File: src/sv/ssbpg_pkg.sv
package ssbpg_pkg;

  localparam int SLOTS      = 16;
  localparam int SLOT_IDX_W = 4;
  localparam int LEN_W      = 5;
  localparam int CODE_W     = 3;
  localparam int KIND_W     = 2;
  localparam int NOTE_W     = 7;
  localparam int VEL_W      = 7;
  localparam int TIME_W     = 32;
  localparam int DUR_W      = 24;
  localparam int MASK_W     = 12;
  localparam int MS_W       = 16;
  localparam int OCT_W      = 3;
  localparam int PITCH_W    = 9;
  localparam int CLS_W      = 4;
  localparam int CFG_IDX_W  = 3;
  localparam int CFG_DATA_W = 48;

  localparam logic [DUR_W-1:0] DUR_MAX = {DUR_W{1'b1}};

  // pitch class by reciprocal: floor(n/12) = (n*171) >> 11 for n < 128
  localparam int PC_RECIP = 171;
  localparam int PC_SHIFT = 11;
  localparam int PC_PROD_W = 15;

  localparam logic [MASK_W-1:0]         RST_SCALE_MASK   = 12'd2741;
  localparam logic [SLOTS*CODE_W-1:0]   RST_PATTERN      = 48'd10660392;
  localparam logic [LEN_W-1:0]          RST_LENGTH       = 5'd8;
  localparam logic [MS_W-1:0]           RST_STEP_MS      = 16'd250;
  localparam logic [MS_W-1:0]           RST_HOLD_MS      = 16'd200;
  localparam logic [VEL_W-1:0]          RST_VELOCITY     = 7'd96;
  localparam logic signed [OCT_W-1:0]   RST_OCTAVE       = -3'sd1;
  localparam logic                      RST_PASS_ROOT    = 1'b0;

  typedef enum logic [KIND_W-1:0] {
    KIND_ON    = 2'd0,
    KIND_OFF   = 2'd1,
    KIND_OTHER = 2'd2
  } kind_t;

  typedef enum logic [CODE_W-1:0] {
    CODE_ROOT  = 3'd0,
    CODE_THIRD = 3'd1,
    CODE_FIFTH = 3'd2,
    CODE_UP    = 3'd3,
    CODE_DOWN  = 3'd4,
    CODE_REST  = 3'd5,
    CODE_TIE   = 3'd6,
    CODE_SKIP  = 3'd7
  } step_code_t;

  typedef enum logic [CFG_IDX_W-1:0] {
    CFG_SCALE_MASK = 3'd0,
    CFG_PATTERN    = 3'd1,
    CFG_LENGTH     = 3'd2,
    CFG_STEP_MS    = 3'd3,
    CFG_HOLD_MS    = 3'd4,
    CFG_VELOCITY   = 3'd5,
    CFG_OCTAVE     = 3'd6,
    CFG_PASS_ROOT  = 3'd7
  } cfg_idx_t;

  typedef struct packed {
    logic load;
    logic walk_step;
    logic scan_step;
    logic flush;
  } dp_cmd_t;

  typedef struct packed {
    logic note_on;
    logic step_zero;
    logic walk_done;
    logic scan_last;
  } dp_stat_t;

endpackage

File: src/sv/scale_step_bass_pattern_generator.sv
// channel   ports                                        handshake
// input     in_event_kind/note_number/velocity_in/       start && !busy
//           event_time/duration_in
// result    out_kind/note/velocity/time/duration/last    out_valid, one cycle
// config    cfg_index, cfg_data                          cfg_we
//
// a note-on keeps busy high through W (at most 48) semitone steps of the scale walk that
// finds third and fifth, a check that sees the walk end, L+1 pattern slots at one per cycle
// (L is the length capped at 16) and one flush
// other events, note-offs and note-ons with a zero step go from the walk state to the flush
// results leave one per cycle at most, the last one in the first cycle with busy low
// reset loads the default configuration; no clearing pass
// the receiver cannot stall; out_valid is a single-cycle strobe
module scale_step_bass_pattern_generator (
  input  logic                                 clk,
  input  logic                                 rst_n,
  input  logic                                 start,
  output logic                                 busy,
  input  logic [ssbpg_pkg::KIND_W-1:0]         in_event_kind,
  input  logic [ssbpg_pkg::NOTE_W-1:0]         in_note_number,
  input  logic [ssbpg_pkg::VEL_W-1:0]          in_velocity_in,
  input  logic [ssbpg_pkg::TIME_W-1:0]         in_event_time,
  input  logic [ssbpg_pkg::DUR_W-1:0]          in_duration_in,
  output logic                                 out_valid,
  output logic [ssbpg_pkg::KIND_W-1:0]         out_kind,
  output logic [ssbpg_pkg::NOTE_W-1:0]         out_note,
  output logic [ssbpg_pkg::VEL_W-1:0]          out_velocity,
  output logic [ssbpg_pkg::TIME_W-1:0]         out_time,
  output logic [ssbpg_pkg::DUR_W-1:0]          out_duration,
  output logic                                 out_last,
  input  logic                                 cfg_we,
  input  logic [ssbpg_pkg::CFG_IDX_W-1:0]      cfg_index,
  input  logic [ssbpg_pkg::CFG_DATA_W-1:0]     cfg_data
);
  import ssbpg_pkg::*;

  dp_cmd_t  cmd;
  dp_stat_t stat;

  ssbpg_ctrl u_ctrl (
    .clk   (clk),
    .rst_n (rst_n),
    .start (start),
    .busy  (busy),
    .stat  (stat),
    .cmd   (cmd)
  );

  ssbpg_dp u_dp (
    .clk            (clk),
    .rst_n          (rst_n),
    .cfg_we         (cfg_we),
    .cfg_index      (cfg_index),
    .cfg_data       (cfg_data),
    .in_event_kind  (in_event_kind),
    .in_note_number (in_note_number),
    .in_velocity_in (in_velocity_in),
    .in_event_time  (in_event_time),
    .in_duration_in (in_duration_in),
    .cmd            (cmd),
    .stat           (stat),
    .out_valid      (out_valid),
    .out_kind       (out_kind),
    .out_note       (out_note),
    .out_velocity   (out_velocity),
    .out_time       (out_time),
    .out_duration   (out_duration),
    .out_last       (out_last)
  );

`ifndef NO_ASSERTIONS
  a_last_alone: assert property (@(posedge clk) disable iff (!rst_n)
    out_valid && out_last |=> !out_valid)
    else $error("beat follows the last beat of an item");

  a_mid_busy: assert property (@(posedge clk) disable iff (!rst_n)
    out_valid && !out_last |-> busy)
    else $error("non-last beat outside an item");

  a_accept_busy: assert property (@(posedge clk) disable iff (!rst_n)
    start && !busy |=> busy)
    else $error("accepted item did not raise busy");

  a_busy_cause: assert property (@(posedge clk) disable iff (!rst_n)
    $rose(busy) |-> $past(start))
    else $error("busy rose without start");
`endif

endmodule

File: src/sv/ssbpg_ctrl.sv
module ssbpg_ctrl (
  input  logic               clk,
  input  logic               rst_n,
  input  logic               start,
  output logic               busy,
  input  ssbpg_pkg::dp_stat_t stat,
  output ssbpg_pkg::dp_cmd_t  cmd
);
  import ssbpg_pkg::*;

  typedef enum logic [1:0] {
    ST_IDLE,
    ST_WALK,
    ST_SCAN,
    ST_FLUSH
  } state_t;

  state_t state_r, state_nxt;

  always_comb begin
    state_nxt     = state_r;
    cmd           = '0;
    unique case (state_r)
      ST_IDLE: begin
        if (start) begin
          cmd.load  = 1'b1;
          state_nxt = ST_WALK;
        end
      end
      ST_WALK: begin
        if (!stat.note_on || stat.step_zero) begin
          state_nxt = ST_FLUSH;
        end else if (stat.walk_done) begin
          state_nxt = ST_SCAN;
        end else begin
          cmd.walk_step = 1'b1;
        end
      end
      ST_SCAN: begin
        cmd.scan_step = 1'b1;
        if (stat.scan_last) begin
          state_nxt = ST_FLUSH;
        end
      end
      ST_FLUSH: begin
        cmd.flush = 1'b1;
        state_nxt = ST_IDLE;
      end
      default: state_nxt = ST_IDLE;
    endcase
  end

  always_ff @(posedge clk) begin
    if (!rst_n) begin
      state_r <= ST_IDLE;
    end else begin
      state_r <= state_nxt;
    end
  end

  assign busy = (state_r != ST_IDLE);

endmodule

File: src/sv/ssbpg_dp.sv
module ssbpg_dp (
  input  logic                                   clk,
  input  logic                                   rst_n,
  input  logic                                   cfg_we,
  input  logic [ssbpg_pkg::CFG_IDX_W-1:0]        cfg_index,
  input  logic [ssbpg_pkg::CFG_DATA_W-1:0]       cfg_data,
  input  logic [ssbpg_pkg::KIND_W-1:0]           in_event_kind,
  input  logic [ssbpg_pkg::NOTE_W-1:0]           in_note_number,
  input  logic [ssbpg_pkg::VEL_W-1:0]            in_velocity_in,
  input  logic [ssbpg_pkg::TIME_W-1:0]           in_event_time,
  input  logic [ssbpg_pkg::DUR_W-1:0]            in_duration_in,
  input  ssbpg_pkg::dp_cmd_t                     cmd,
  output ssbpg_pkg::dp_stat_t                    stat,
  output logic                                   out_valid,
  output logic [ssbpg_pkg::KIND_W-1:0]           out_kind,
  output logic [ssbpg_pkg::NOTE_W-1:0]           out_note,
  output logic [ssbpg_pkg::VEL_W-1:0]            out_velocity,
  output logic [ssbpg_pkg::TIME_W-1:0]           out_time,
  output logic [ssbpg_pkg::DUR_W-1:0]            out_duration,
  output logic                                   out_last
);
  import ssbpg_pkg::*;

  // configuration
  logic [MASK_W-1:0]        scale_mask_r;
  logic [SLOTS*CODE_W-1:0]  pattern_r;
  logic [LEN_W-1:0]         length_r;
  logic [MS_W-1:0]          step_ms_r;
  logic [MS_W-1:0]          hold_ms_r;
  logic [VEL_W-1:0]         velocity_r;
  logic signed [OCT_W-1:0]  octave_r;
  logic                     pass_root_r;

  // per item
  logic                     note_on_r;
  logic signed [PITCH_W-1:0] root_r;
  logic signed [PITCH_W-1:0] at_r;
  logic [CLS_W-1:0]         cls_r;
  logic [2:0]               tone_cnt_r;
  logic                     over_r;
  logic signed [PITCH_W-1:0] third_r;
  logic                     third_ok_r;
  logic signed [PITCH_W-1:0] fifth_r;
  logic                     fifth_ok_r;
  logic [LEN_W-1:0]         slot_r;
  logic [TIME_W-1:0]        slot_time_r;
  logic                     open_r;
  logic [NOTE_W-1:0]        open_note_r;
  logic [TIME_W-1:0]        open_time_r;
  logic [DUR_W-1:0]         dur_acc_r;

  // pending result, held until the next one shows whether it is the last
  logic                     pend_valid_r;
  logic [KIND_W-1:0]        pend_kind_r;
  logic [NOTE_W-1:0]        pend_note_r;
  logic [VEL_W-1:0]         pend_vel_r;
  logic [TIME_W-1:0]        pend_time_r;
  logic [DUR_W-1:0]         pend_dur_r;

  logic                     out_valid_r;
  logic [KIND_W-1:0]        out_kind_r;
  logic [NOTE_W-1:0]        out_note_r;
  logic [VEL_W-1:0]         out_vel_r;
  logic [TIME_W-1:0]        out_time_r;
  logic [DUR_W-1:0]         out_dur_r;
  logic                     out_last_r;

  // combinational
  logic [LEN_W-1:0]          len;
  step_code_t                slot_code [SLOTS];
  step_code_t                code;
  logic signed [PITCH_W-1:0] pitch;
  logic                      pitch_ok;
  logic                      is_note_step;
  logic                      emit_new;
  logic [PC_PROD_W-1:0]      pc_prod;
  logic [CLS_W-1:0]          pc_quot;
  logic [NOTE_W-1:0]         pc_rem;
  logic signed [PITCH_W-1:0] oct9;
  logic signed [PITCH_W-1:0] root_in;
  logic signed [PITCH_W-1:0] at_nxt;
  logic [CLS_W-1:0]          cls_nxt;
  logic                      key_hit;
  logic [DUR_W:0]            dur_sum;
  logic [DUR_W-1:0]          dur_tied;

  assign len = (length_r > LEN_W'(SLOTS)) ? LEN_W'(SLOTS) : length_r;

  always_comb begin
    for (int i = 0; i < SLOTS; i++) begin
      slot_code[i] = step_code_t'(pattern_r[i*CODE_W +: CODE_W]);
    end
  end

  assign code = (slot_r < len) ? slot_code[slot_r[SLOT_IDX_W-1:0]] : CODE_REST;

  always_comb begin
    pitch    = root_r;
    pitch_ok = 1'b0;
    unique case (code)
      CODE_ROOT: begin
        pitch    = root_r;
        pitch_ok = 1'b1;
      end
      CODE_THIRD: begin
        pitch    = third_r;
        pitch_ok = third_ok_r;
      end
      CODE_FIFTH: begin
        pitch    = fifth_r;
        pitch_ok = fifth_ok_r;
      end
      CODE_UP: begin
        pitch    = root_r + PITCH_W'(12);
        pitch_ok = 1'b1;
      end
      CODE_DOWN: begin
        pitch    = root_r - PITCH_W'(12);
        pitch_ok = 1'b1;
      end
      CODE_REST, CODE_TIE, CODE_SKIP: begin
        pitch    = root_r;
        pitch_ok = 1'b0;
      end
    endcase
    // keep only 0..127
    pitch_ok = pitch_ok && !pitch[PITCH_W-1] && !pitch[PITCH_W-2];
  end

  assign is_note_step = (code != CODE_TIE) && (code != CODE_SKIP);
  assign emit_new     = cmd.scan_step && is_note_step && open_r;

  assign dur_sum  = {1'b0, dur_acc_r} + (DUR_W+1)'(step_ms_r);
  assign dur_tied = dur_sum[DUR_W] ? DUR_MAX : dur_sum[DUR_W-1:0];

  // pitch class of the incoming note; octave shift keeps it
  assign pc_prod = PC_PROD_W'(in_note_number) * PC_PROD_W'(PC_RECIP);
  assign pc_quot = pc_prod[PC_PROD_W-1:PC_SHIFT];
  assign pc_rem  = in_note_number - NOTE_W'(NOTE_W'(pc_quot) * NOTE_W'(12));

  assign oct9    = {{(PITCH_W-OCT_W){octave_r[OCT_W-1]}}, octave_r};
  assign root_in = $signed({2'b00, in_note_number}) + (oct9 <<< 3) + (oct9 <<< 2);

  assign at_nxt  = at_r + PITCH_W'(1);
  assign cls_nxt = (cls_r == CLS_W'(11)) ? '0 : cls_r + CLS_W'(1);
  assign key_hit = (scale_mask_r == '0) || scale_mask_r[cls_nxt];

  always_ff @(posedge clk) begin
    if (!rst_n) begin
      scale_mask_r <= RST_SCALE_MASK;
      pattern_r    <= RST_PATTERN;
      length_r     <= RST_LENGTH;
      step_ms_r    <= RST_STEP_MS;
      hold_ms_r    <= RST_HOLD_MS;
      velocity_r   <= RST_VELOCITY;
      octave_r     <= RST_OCTAVE;
      pass_root_r  <= RST_PASS_ROOT;
      note_on_r    <= 1'b0;
      over_r       <= 1'b0;
      tone_cnt_r   <= '0;
      third_ok_r   <= 1'b0;
      fifth_ok_r   <= 1'b0;
      slot_r       <= '0;
      open_r       <= 1'b0;
      pend_valid_r <= 1'b0;
      out_valid_r  <= 1'b0;
    end else begin
      out_valid_r <= 1'b0;

      if (cfg_we) begin
        unique case (cfg_idx_t'(cfg_index))
          CFG_SCALE_MASK: scale_mask_r <= cfg_data[MASK_W-1:0];
          CFG_PATTERN:    pattern_r    <= cfg_data[SLOTS*CODE_W-1:0];
          CFG_LENGTH:     length_r     <= cfg_data[LEN_W-1:0];
          CFG_STEP_MS:    step_ms_r    <= cfg_data[MS_W-1:0];
          CFG_HOLD_MS:    hold_ms_r    <= cfg_data[MS_W-1:0];
          CFG_VELOCITY:   velocity_r   <= cfg_data[VEL_W-1:0];
          CFG_OCTAVE:     octave_r     <= $signed(cfg_data[OCT_W-1:0]);
          CFG_PASS_ROOT:  pass_root_r  <= cfg_data[0];
        endcase
      end

      if (cmd.load) begin
        note_on_r   <= (in_event_kind == KIND_ON);
        root_r      <= root_in;
        at_r        <= root_in;
        cls_r       <= pc_rem[CLS_W-1:0];
        tone_cnt_r  <= '0;
        over_r      <= 1'b0;
        third_ok_r  <= 1'b0;
        fifth_ok_r  <= 1'b0;
        slot_r      <= '0;
        slot_time_r <= in_event_time;
        open_r      <= 1'b0;
        pend_note_r <= in_note_number;
        pend_vel_r  <= in_velocity_in;
        pend_time_r <= in_event_time;
        pend_dur_r  <= in_duration_in;
        if (in_event_kind == KIND_ON) begin
          pend_kind_r  <= KIND_ON;
          pend_valid_r <= pass_root_r;
        end else if (in_event_kind == KIND_OFF) begin
          pend_kind_r  <= KIND_OFF;
          pend_valid_r <= pass_root_r;
        end else begin
          pend_kind_r  <= KIND_OTHER;
          pend_valid_r <= 1'b1;
        end
      end

      if (cmd.walk_step) begin
        if (at_nxt > $signed(PITCH_W'(127))) begin
          over_r <= 1'b1;
        end else begin
          at_r  <= at_nxt;
          cls_r <= cls_nxt;
          if (key_hit) begin
            tone_cnt_r <= tone_cnt_r + 3'd1;
            if (tone_cnt_r == 3'd1) begin
              third_r    <= at_nxt;
              third_ok_r <= 1'b1;
            end
            if (tone_cnt_r == 3'd3) begin
              fifth_r    <= at_nxt;
              fifth_ok_r <= 1'b1;
            end
          end
        end
      end

      if (cmd.scan_step) begin
        slot_r      <= slot_r + LEN_W'(1);
        slot_time_r <= slot_time_r + TIME_W'(step_ms_r);
        if (code == CODE_TIE) begin
          if (open_r) begin
            dur_acc_r <= dur_tied;
          end
        end else if (is_note_step) begin
          open_r <= pitch_ok;
          if (pitch_ok) begin
            open_note_r <= pitch[NOTE_W-1:0];
            open_time_r <= slot_time_r;
            dur_acc_r   <= DUR_W'(hold_ms_r);
          end
        end
      end

      if (emit_new) begin
        if (pend_valid_r) begin
          out_valid_r <= 1'b1;
          out_kind_r  <= pend_kind_r;
          out_note_r  <= pend_note_r;
          out_vel_r   <= pend_vel_r;
          out_time_r  <= pend_time_r;
          out_dur_r   <= pend_dur_r;
          out_last_r  <= 1'b0;
        end
        pend_valid_r <= 1'b1;
        pend_kind_r  <= KIND_ON;
        pend_note_r  <= open_note_r;
        pend_vel_r   <= velocity_r;
        pend_time_r  <= open_time_r;
        pend_dur_r   <= dur_acc_r;
      end

      if (cmd.flush) begin
        out_valid_r  <= pend_valid_r;
        out_kind_r   <= pend_kind_r;
        out_note_r   <= pend_note_r;
        out_vel_r    <= pend_vel_r;
        out_time_r   <= pend_time_r;
        out_dur_r    <= pend_dur_r;
        out_last_r   <= 1'b1;
        pend_valid_r <= 1'b0;
      end
    end
  end

  assign stat.note_on   = note_on_r;
  assign stat.step_zero = (step_ms_r == '0);
  assign stat.walk_done = over_r || (tone_cnt_r == 3'd4);
  assign stat.scan_last = (slot_r == len);

  assign out_valid    = out_valid_r;
  assign out_kind     = out_kind_r;
  assign out_note     = out_note_r;
  assign out_velocity = out_vel_r;
  assign out_time     = out_time_r;
  assign out_duration = out_dur_r;
  assign out_last     = out_last_r;

endmodule

File: config.mk
export PLATFORM = sky130hd
export DESIGN_NAME = scale_step_bass_pattern_generator
export DESIGN_NICKNAME = d
export VERILOG_FILES = /design/src/sv/ssbpg_pkg.sv /design/src/sv/scale_step_bass_pattern_generator.sv /design/src/sv/ssbpg_ctrl.sv /design/src/sv/ssbpg_dp.sv
export SDC_FILE = /design/constraint.sdc
export NUM_CORES = 1
export LEC_CHECK = 0
export ABC_AREA = 1
export BUFFER_PORTS_ARGS = -buffer_cell sky130_fd_sc_hd__buf_2
export CAP_MARGIN = 20
export CORE_ASPECT_RATIO = 0.5
export CORE_MARGIN = 5
export CORE_UTILIZATION = 45
export CTS_BUF_LIST = sky130_fd_sc_hd__clkbuf_4 sky130_fd_sc_hd__clkbuf_8
export DETAILED_ROUTE_END_ITERATION = 10
export SLEW_MARGIN = 20
export SYNTH_ARGS = -nofsm -noshare
export SYNTH_HDL_FRONTEND = slang
export SYNTH_SLANG_ARGS = --single-unit
File: constraint.sdc
create_clock -name clk -period 13.6 [get_ports clk]
set_clock_uncertainty 0.1 [all_clocks]
set_input_delay 4.08 -clock clk [delete_from_list [all_inputs] [get_ports clk]]
set_output_delay 4.08 -clock clk [all_outputs]
set_load 0.03 [all_outputs]
Yosys cells after proc, flatten, opt, wreduce, memory -nomap -nowiden
Index checks and enable logic that the tools add are counted.
{ "totals": {"in_bits": 127, "out_inout_bits": 75, "ff_bits": 405, "word_cells": 226} }
{ "classes": {"n_lt_le_gt_ge": 5, "bitwise": 4, "reduce_logical": 45, "n_mul": 2, "n_eq_ne": 29, "mux": 92, "n_addsub": 11} }
{ "ops": {"columns": ["cell", "count"], "rows": [
  ["24-bit two-way mux", 10],
  ["32-bit two-way mux", 6],
  ["7-bit two-way mux", 10],
  ["9-bit case mux with 5 select lines", 1],
  ["1-bit two-way mux", 34],
  ["32-bit by 16-bit adder with 32-bit output", 1],
  ["3-bit equality test, second input constant", 9],
  ["9-bit two-way mux", 3],
  ["24-bit by 16-bit adder with 25-bit output", 1],
  ["2-bit AND reduction", 11],
  ["3-bit two-way mux", 7],
  ["2-bit two-way mux", 10],
  ["5-bit AND reduction", 4],
  ["16-bit logical NOT", 1],
  ["4-bit two-way mux", 4],
  ["3-bit by 2-bit equality test with 1-bit output, second input constant", 5],
  ["7-bit by 8-bit multiplier with 15-bit output, second input constant", 1],
  ["5-bit two-way mux", 3],
  ["2-bit nonzero test", 7],
  ["3-bit binary-select mux with 4-bit select", 1],
  ["12-bit logical NOT", 1],
  ["8-bit by 6-bit adder with 9-bit output", 1],
  ["9-bit by 2-bit adder with 9-bit output, second input constant", 1],
  ["9-bit by 5-bit adder with 9-bit output", 1],
  ["other kinds (35)", 55]
]} }

Longest topological paths before layout
{ "logic_depth": {"depth_word": 14, "mapped_depth": 28, "ltp_nobuf": 27} }

Cells and area by module
A second synthesis with hierarchy kept.
{ "unflattened": {"hier_cells": 2055, "area_unflattened_um2": 19372.3} }
{ "by_module_without_submodules": {"columns": ["mod", "area_per_inst_um2", "seq_area_each_um2", "n_inst", "cells_per_inst"], "rows": [
  ["ssbpg_dp", 19145.9, 10870.4, 1, 2019],
  ["ssbpg_ctrl", 226.5, 40.0, 1, 36]
]} }

Least setup slack after synthesis
OpenSTA, ideal clock, no wires.
{ "synth_path": {"path_type": "input port to flip-flop", "start": "input port start", "end": "register u_dp.pend_dur_r[0], enable pin", "cell_stages": 3, "setup_ns": 0.526, "path_slack_ns": 5.040, "arrival_time_ns": 7.934, "path_buffers": 1, "cell_sequence": "nand2_1 clkbuf_1 a21oi_1"} }
{ "synth_via": {"elab_chain_len": 4} }
{ "synth_lines": {"columns": ["element", "line_no", "rtl"], "rows": [
  ["start: declaration", "scale_step_bass_pattern_generator.sv:17", "input logic start,"],
  ["1-bit two-way mux", "ssbpg_ctrl.sv:25", "if (start) begin"],
  ["1-bit two-way mux", "ssbpg_ctrl.sv:23", "unique case (state_r)"],
  ["2-bit nonzero test (no line)", null, null],
  ["2-bit AND reduction (no line)", null, null],
  ["end signal: assignment", "ssbpg_dp.sv:198", "pend_dur_r <= in_duration_in;"],
  ["end signal: assignment", "ssbpg_dp.sv:263", "pend_dur_r <= dur_acc_r;"],
  ["end: declaration", "ssbpg_dp.sv:58", "logic [DUR_W-1:0] pend_dur_r;"]
]} }
Every way passes these cells.
A chain may end at the register's enable or synchronous reset.

Final worst setup path
{ "layout_path": {"start": "input port in_note_number[4] in the netlist's numbering", "end": "register u_dp.cls_r[3], data pin"} }
{ "layout_via": {"elab_chain_len": 6} }
{ "layout_lines": {"columns": ["element", "line_no", "rtl"], "rows": [
  ["start: declaration", "scale_step_bass_pattern_generator.sv:20", "input logic [ssbpg_pkg::NOTE_W-1:0] in_note_number,"],
  ["7-bit by 8-bit multiplier with 15-bit output *", "ssbpg_dp.sv:137", "assign pc_prod = PC_PROD_W'(in_note_number) * PC_PROD_W'(PC_RECIP);"],
  ["4-bit by 2-bit multiplier with 2-bit output *", "ssbpg_dp.sv:139", "assign pc_rem = in_note_number - NOTE_W'(NOTE_W'(pc_quot) * NOTE_W'(12));"],
  ["4-bit subtractor *", "ssbpg_dp.sv:139", null],
  ["4-bit two-way mux *", "ssbpg_dp.sv:183", "if (cmd.load) begin"],
  ["4-bit two-way mux", "ssbpg_dp.sv:212", "if (at_nxt > $signed(PITCH_W'(127))) begin"],
  ["4-bit two-way mux *", "ssbpg_dp.sv:211", "if (cmd.walk_step) begin"],
  ["end signal: assignment", "ssbpg_dp.sv:187", "cls_r <= pc_rem[CLS_W-1:0];"],
  ["end signal: assignment", "ssbpg_dp.sv:216", "cls_r <= cls_nxt;"],
  ["end: declaration", "ssbpg_dp.sv:38", "logic [CLS_W-1:0] cls_r;"]
]} }
Every way passes the cells marked *; elsewhere a longest branch is shown, timed or not.

==> metrics <==
Post-Layout Cell Count 2992; Seq/Total Area, Yosys a little over half; first-pass iteration count of the detailed router 4; Syn Area/Cell around 9.3 µm²; depth of the worst register-to-register path 25; nets@finish 2591; critical path arrival about 8 ns; CP required 13.97 ns; cell type with the largest total area after synthesis edfxtp_1; Largest stage delay, worst path roughly 0.50 ns; CTS resizes 0; initial antenna violation count 0; Net Sw Frac 31.8%; Worst setup SP type primary input; ANT cells 0; core area 43700 µm²; Crit Path Class primary input to register; setup tns final 0 ns; Comb power frac 23.0%; GPL Wtd Cong between 0.9 and 1; min cycle time layout ~7.6 ns; final core utilization 52.0%; wire per inst 17.1 µm; DRT iter0 DRCs 1049; Root Driver clkbuf_8; row count 54; Seq pwr share 45.8%; I/O Buffers 201; CP startpoint in_note_number[4]; ordered list of cells on the worst path buf_2, ha_1, inv_1, fa_1, inv_1, fa_1, inv_1, fa_1, inv_1, ha_1, nand2_1, nor2_1, nand3b_1, nand4_1, nand2_1, ha_1, xnor2_1, xor2_1, xor2_1, nand2_1, a21oi_1; vias per std cell 5.08; Die Area roughly 49000 µm²; clock-pin slew on the worst setup and hold paths 0.07 ns; Worst R2R End u_dp.dur_acc_r[23]$_SDFFCE_PP0P_; H-Tree Depth 2; Period Utilization, post-route a little under three fifths; synth warn 0; final setup fails 0; Die Wd 308 µm; Hold WC Path Type register to register; Clock Latency Late Sink 0.65 ns; CTS tree done; Power Density 148 nW/µm²; Crit path depth 21; placed cell count 2885; filler instances around 4100; Sw Pwr between 0.001 and 0.0015 W; register bit count reported by yosys 405; Clk network pwr share 31.2%; # IOs 202; Total Wirelength 51.1 mm; CP endpoint u_dp.cls_r[3]$_DFFE_PP_; Cell Area, Synth 20000 µm²; outcome complete, no violations; Die Span Y 159 µm; Syn Inst Count 2153; total global routing overflow 0; Post-DP HPWL ~36 mm; Crit path max-delay family adder cells; crit end category register; Yosys top cell area share between 40% and 50%; P_leak 9.78 nW; layout cells sized above 1 14.8%; FF-to-FF Start u_dp.slot_r[1]$_SDFFE_PN0N_; vias in the first global route 14400; Crit path top cell by count inv_1; critical path buffer and inverter count 5; clock tree sinks 405; first-pass GRT wire length 80.2 mm; f_max 131 MHz; clk buf depth 3; Fin. Hold Viols 0; Worst Max-Slew Pin Slew 1.11 ns; CP max-delay cell fa_1; CTS Hold Bufs 0; worst vdd ir 0.0670 mV; largest net degree at the start of global routing 90; max cap viols 0; CTS Buf Count 57; antenna-violating nets left 0; gr usage total 20.3%; Area contributors post-synth edfxtp_1, dfxtp_1, nand2_1; flop2flop setup slack 8.20 ns; Synth cell types 49; P_int 0.00230 W; Area growth, synth to finish 13.8%; RSZ-0062 raised after global routing no; setup bufs post-CTS 0; crit-path max FO 5; DR vias 15200; worst hold slack 0.287 ns; final slew viol count 0; Post-route DRC 0; Slew HR 25.9%; syn_nets 2388; Initial Utilization 45.7%
registers in the layout, summed over array words and instances (netlist names), 16 cells and up:
name / flops
u_dp.out_time: 32
u_dp.pend_time_r: 32
u_dp.step_ms_r: 16
u_dp.hold_ms_r: 16
u_dp.out_duration: 24
u_dp.slot_time_r: 32
u_dp.open_time_r: 32
u_dp.pattern_r: 48
u_dp.dur_acc_r: 24
u_dp.pend_dur_r: 24
cells by family (layout without fill, tap and decap cells):
group           Yosys count  in the layout  synth area share [%]
flops                   405            405                  54.6
buf+inv                 270            521                  5.70
simple gates            984            984                  20.5
mux                       1              1                0.0501
fa+ha+maj               108            108                  7.33
xor+xnor                 52             52                  2.28
compound gates          333            333                  9.55
worst min path at each step:
stage / end / slack, ns / depth (start not counted) / start
5_1_grt: u_dp.out_velocity[3]$_DFFE_PP_ / 0.31 / 0 / u_dp.pend_vel_r[3]$_DFFE_PP_
4_1_cts: u_dp.out_velocity[3]$_DFFE_PP_ / 0.29 / 0 / u_dp.pend_vel_r[3]$_DFFE_PP_
6_report: u_dp.out_velocity[3]$_DFFE_PP_ / 0.29 / 0 / u_dp.pend_vel_r[3]$_DFFE_PP_
2_1_floorplan: u_dp.out_duration[0]$_DFFE_PP_ / 0.30 / 0 / u_dp.pend_dur_r[0]$_DFFE_PP_
3_3_place_gp: u_dp.out_time[8]$_DFFE_PP_ / 0.30 / 0 / u_dp.pend_time_r[8]$_DFFE_PP_
3_5_place_dp: u_dp.out_time[14]$_DFFE_PP_ / 0.30 / 0 / u_dp.pend_time_r[14]$_DFFE_PP_
synth_stat cells, drive strengths merged:
master   count
o21ai      183
a21o         5
or2          7
fa          15
ha          93
buf         32
dfxtp      125
nor4        12
nand3      128
nor2       259
o21a         3
a21boi       5
a2bb2oi     11
o21bai       4
nor3        24
nand3b       3
a31oi       10
and3         1
clkbuf      40
o31ai        6
o211ai      18
mux2i        1
o22ai        2
edfxtp     280
inv        197
clkinv       1
xor2        32
xnor2       20
a21oi       82
a32o         1
a211oi       3
nand4       29
nand2      519
nor3b        2
stage by stage:
step	total power, W	instance area [µm²]	setup slack [ns]
6_report	0.00338	22700	5.98
5_1_grt	0.00357	22700	5.66
4_1_cts	0.00341	22700	5.99
3_5_place_dp	0.00234	21500	5.35
3_3_place_gp	0.00234	21500	5.36
2_1_floorplan	0.00213	20000	5.04
cell usage in the layout (no fill, tap or decap), drive strengths merged, types with 4 or more instances in the layout:
cell / netlist / routed
fa: 15 / 15
ha: 93 / 93
buf: 32 / 216
nor2: 259 / 259
clkinv: 1 / 21
o21ai: 183 / 183
o211ai: 18 / 18
a21oi: 82 / 82
nand2: 519 / 519
nor4: 12 / 12
bufinv: 0 / 5
edfxtp: 280 / 280
a2bb2oi: 11 / 11
a21boi: 5 / 5
o31ai: 6 / 6
a31oi: 10 / 10
inv: 197 / 199
nand4: 29 / 29
a21o: 5 / 5
nand3: 128 / 128
or2: 7 / 7
o21bai: 4 / 4
xnor2: 20 / 20
clkbuf: 40 / 78
nor3: 24 / 24
dfxtp: 125 / 125
xor2: 32 / 32
power groups by stage:
stage	Clock (W)	Combinational, W	Sequential, W
finish	0.00105	0.000775	0.00155
global route	0.00114	0.000875	0.00156
CTS	0.00108	0.000778	0.00155
detailed placement	0	0.000772	0.00157
global placement	0	0.000769	0.00157
floorplan	0	0.000550	0.00158
per-layer routing:
metal | up-vias | track usage (%) | share of wire, %
met1 | 7164 | 30.6 | 49
met4 | 0 | 3.80 | 1.4
met5 | - | 0 | 0
met2 | 294 | 31.3 | 44
met3 | 67 | 3.40 | 4.9
li1 | 7685 | - | -
layout make-up:
class                   count  area, µm²  share of cell area (%)
flip-flops and latches    405      10900                    48.0
multi-input cells        1478       7960                    35.0
repair buffers            216       1120                    4.93
clock buffers              78        986                    4.34
inverters                 198        751                    3.30
well taps                 588        736                    3.24
clock inverters            29        275                    1.21
(Power assumes the default switching activity.)
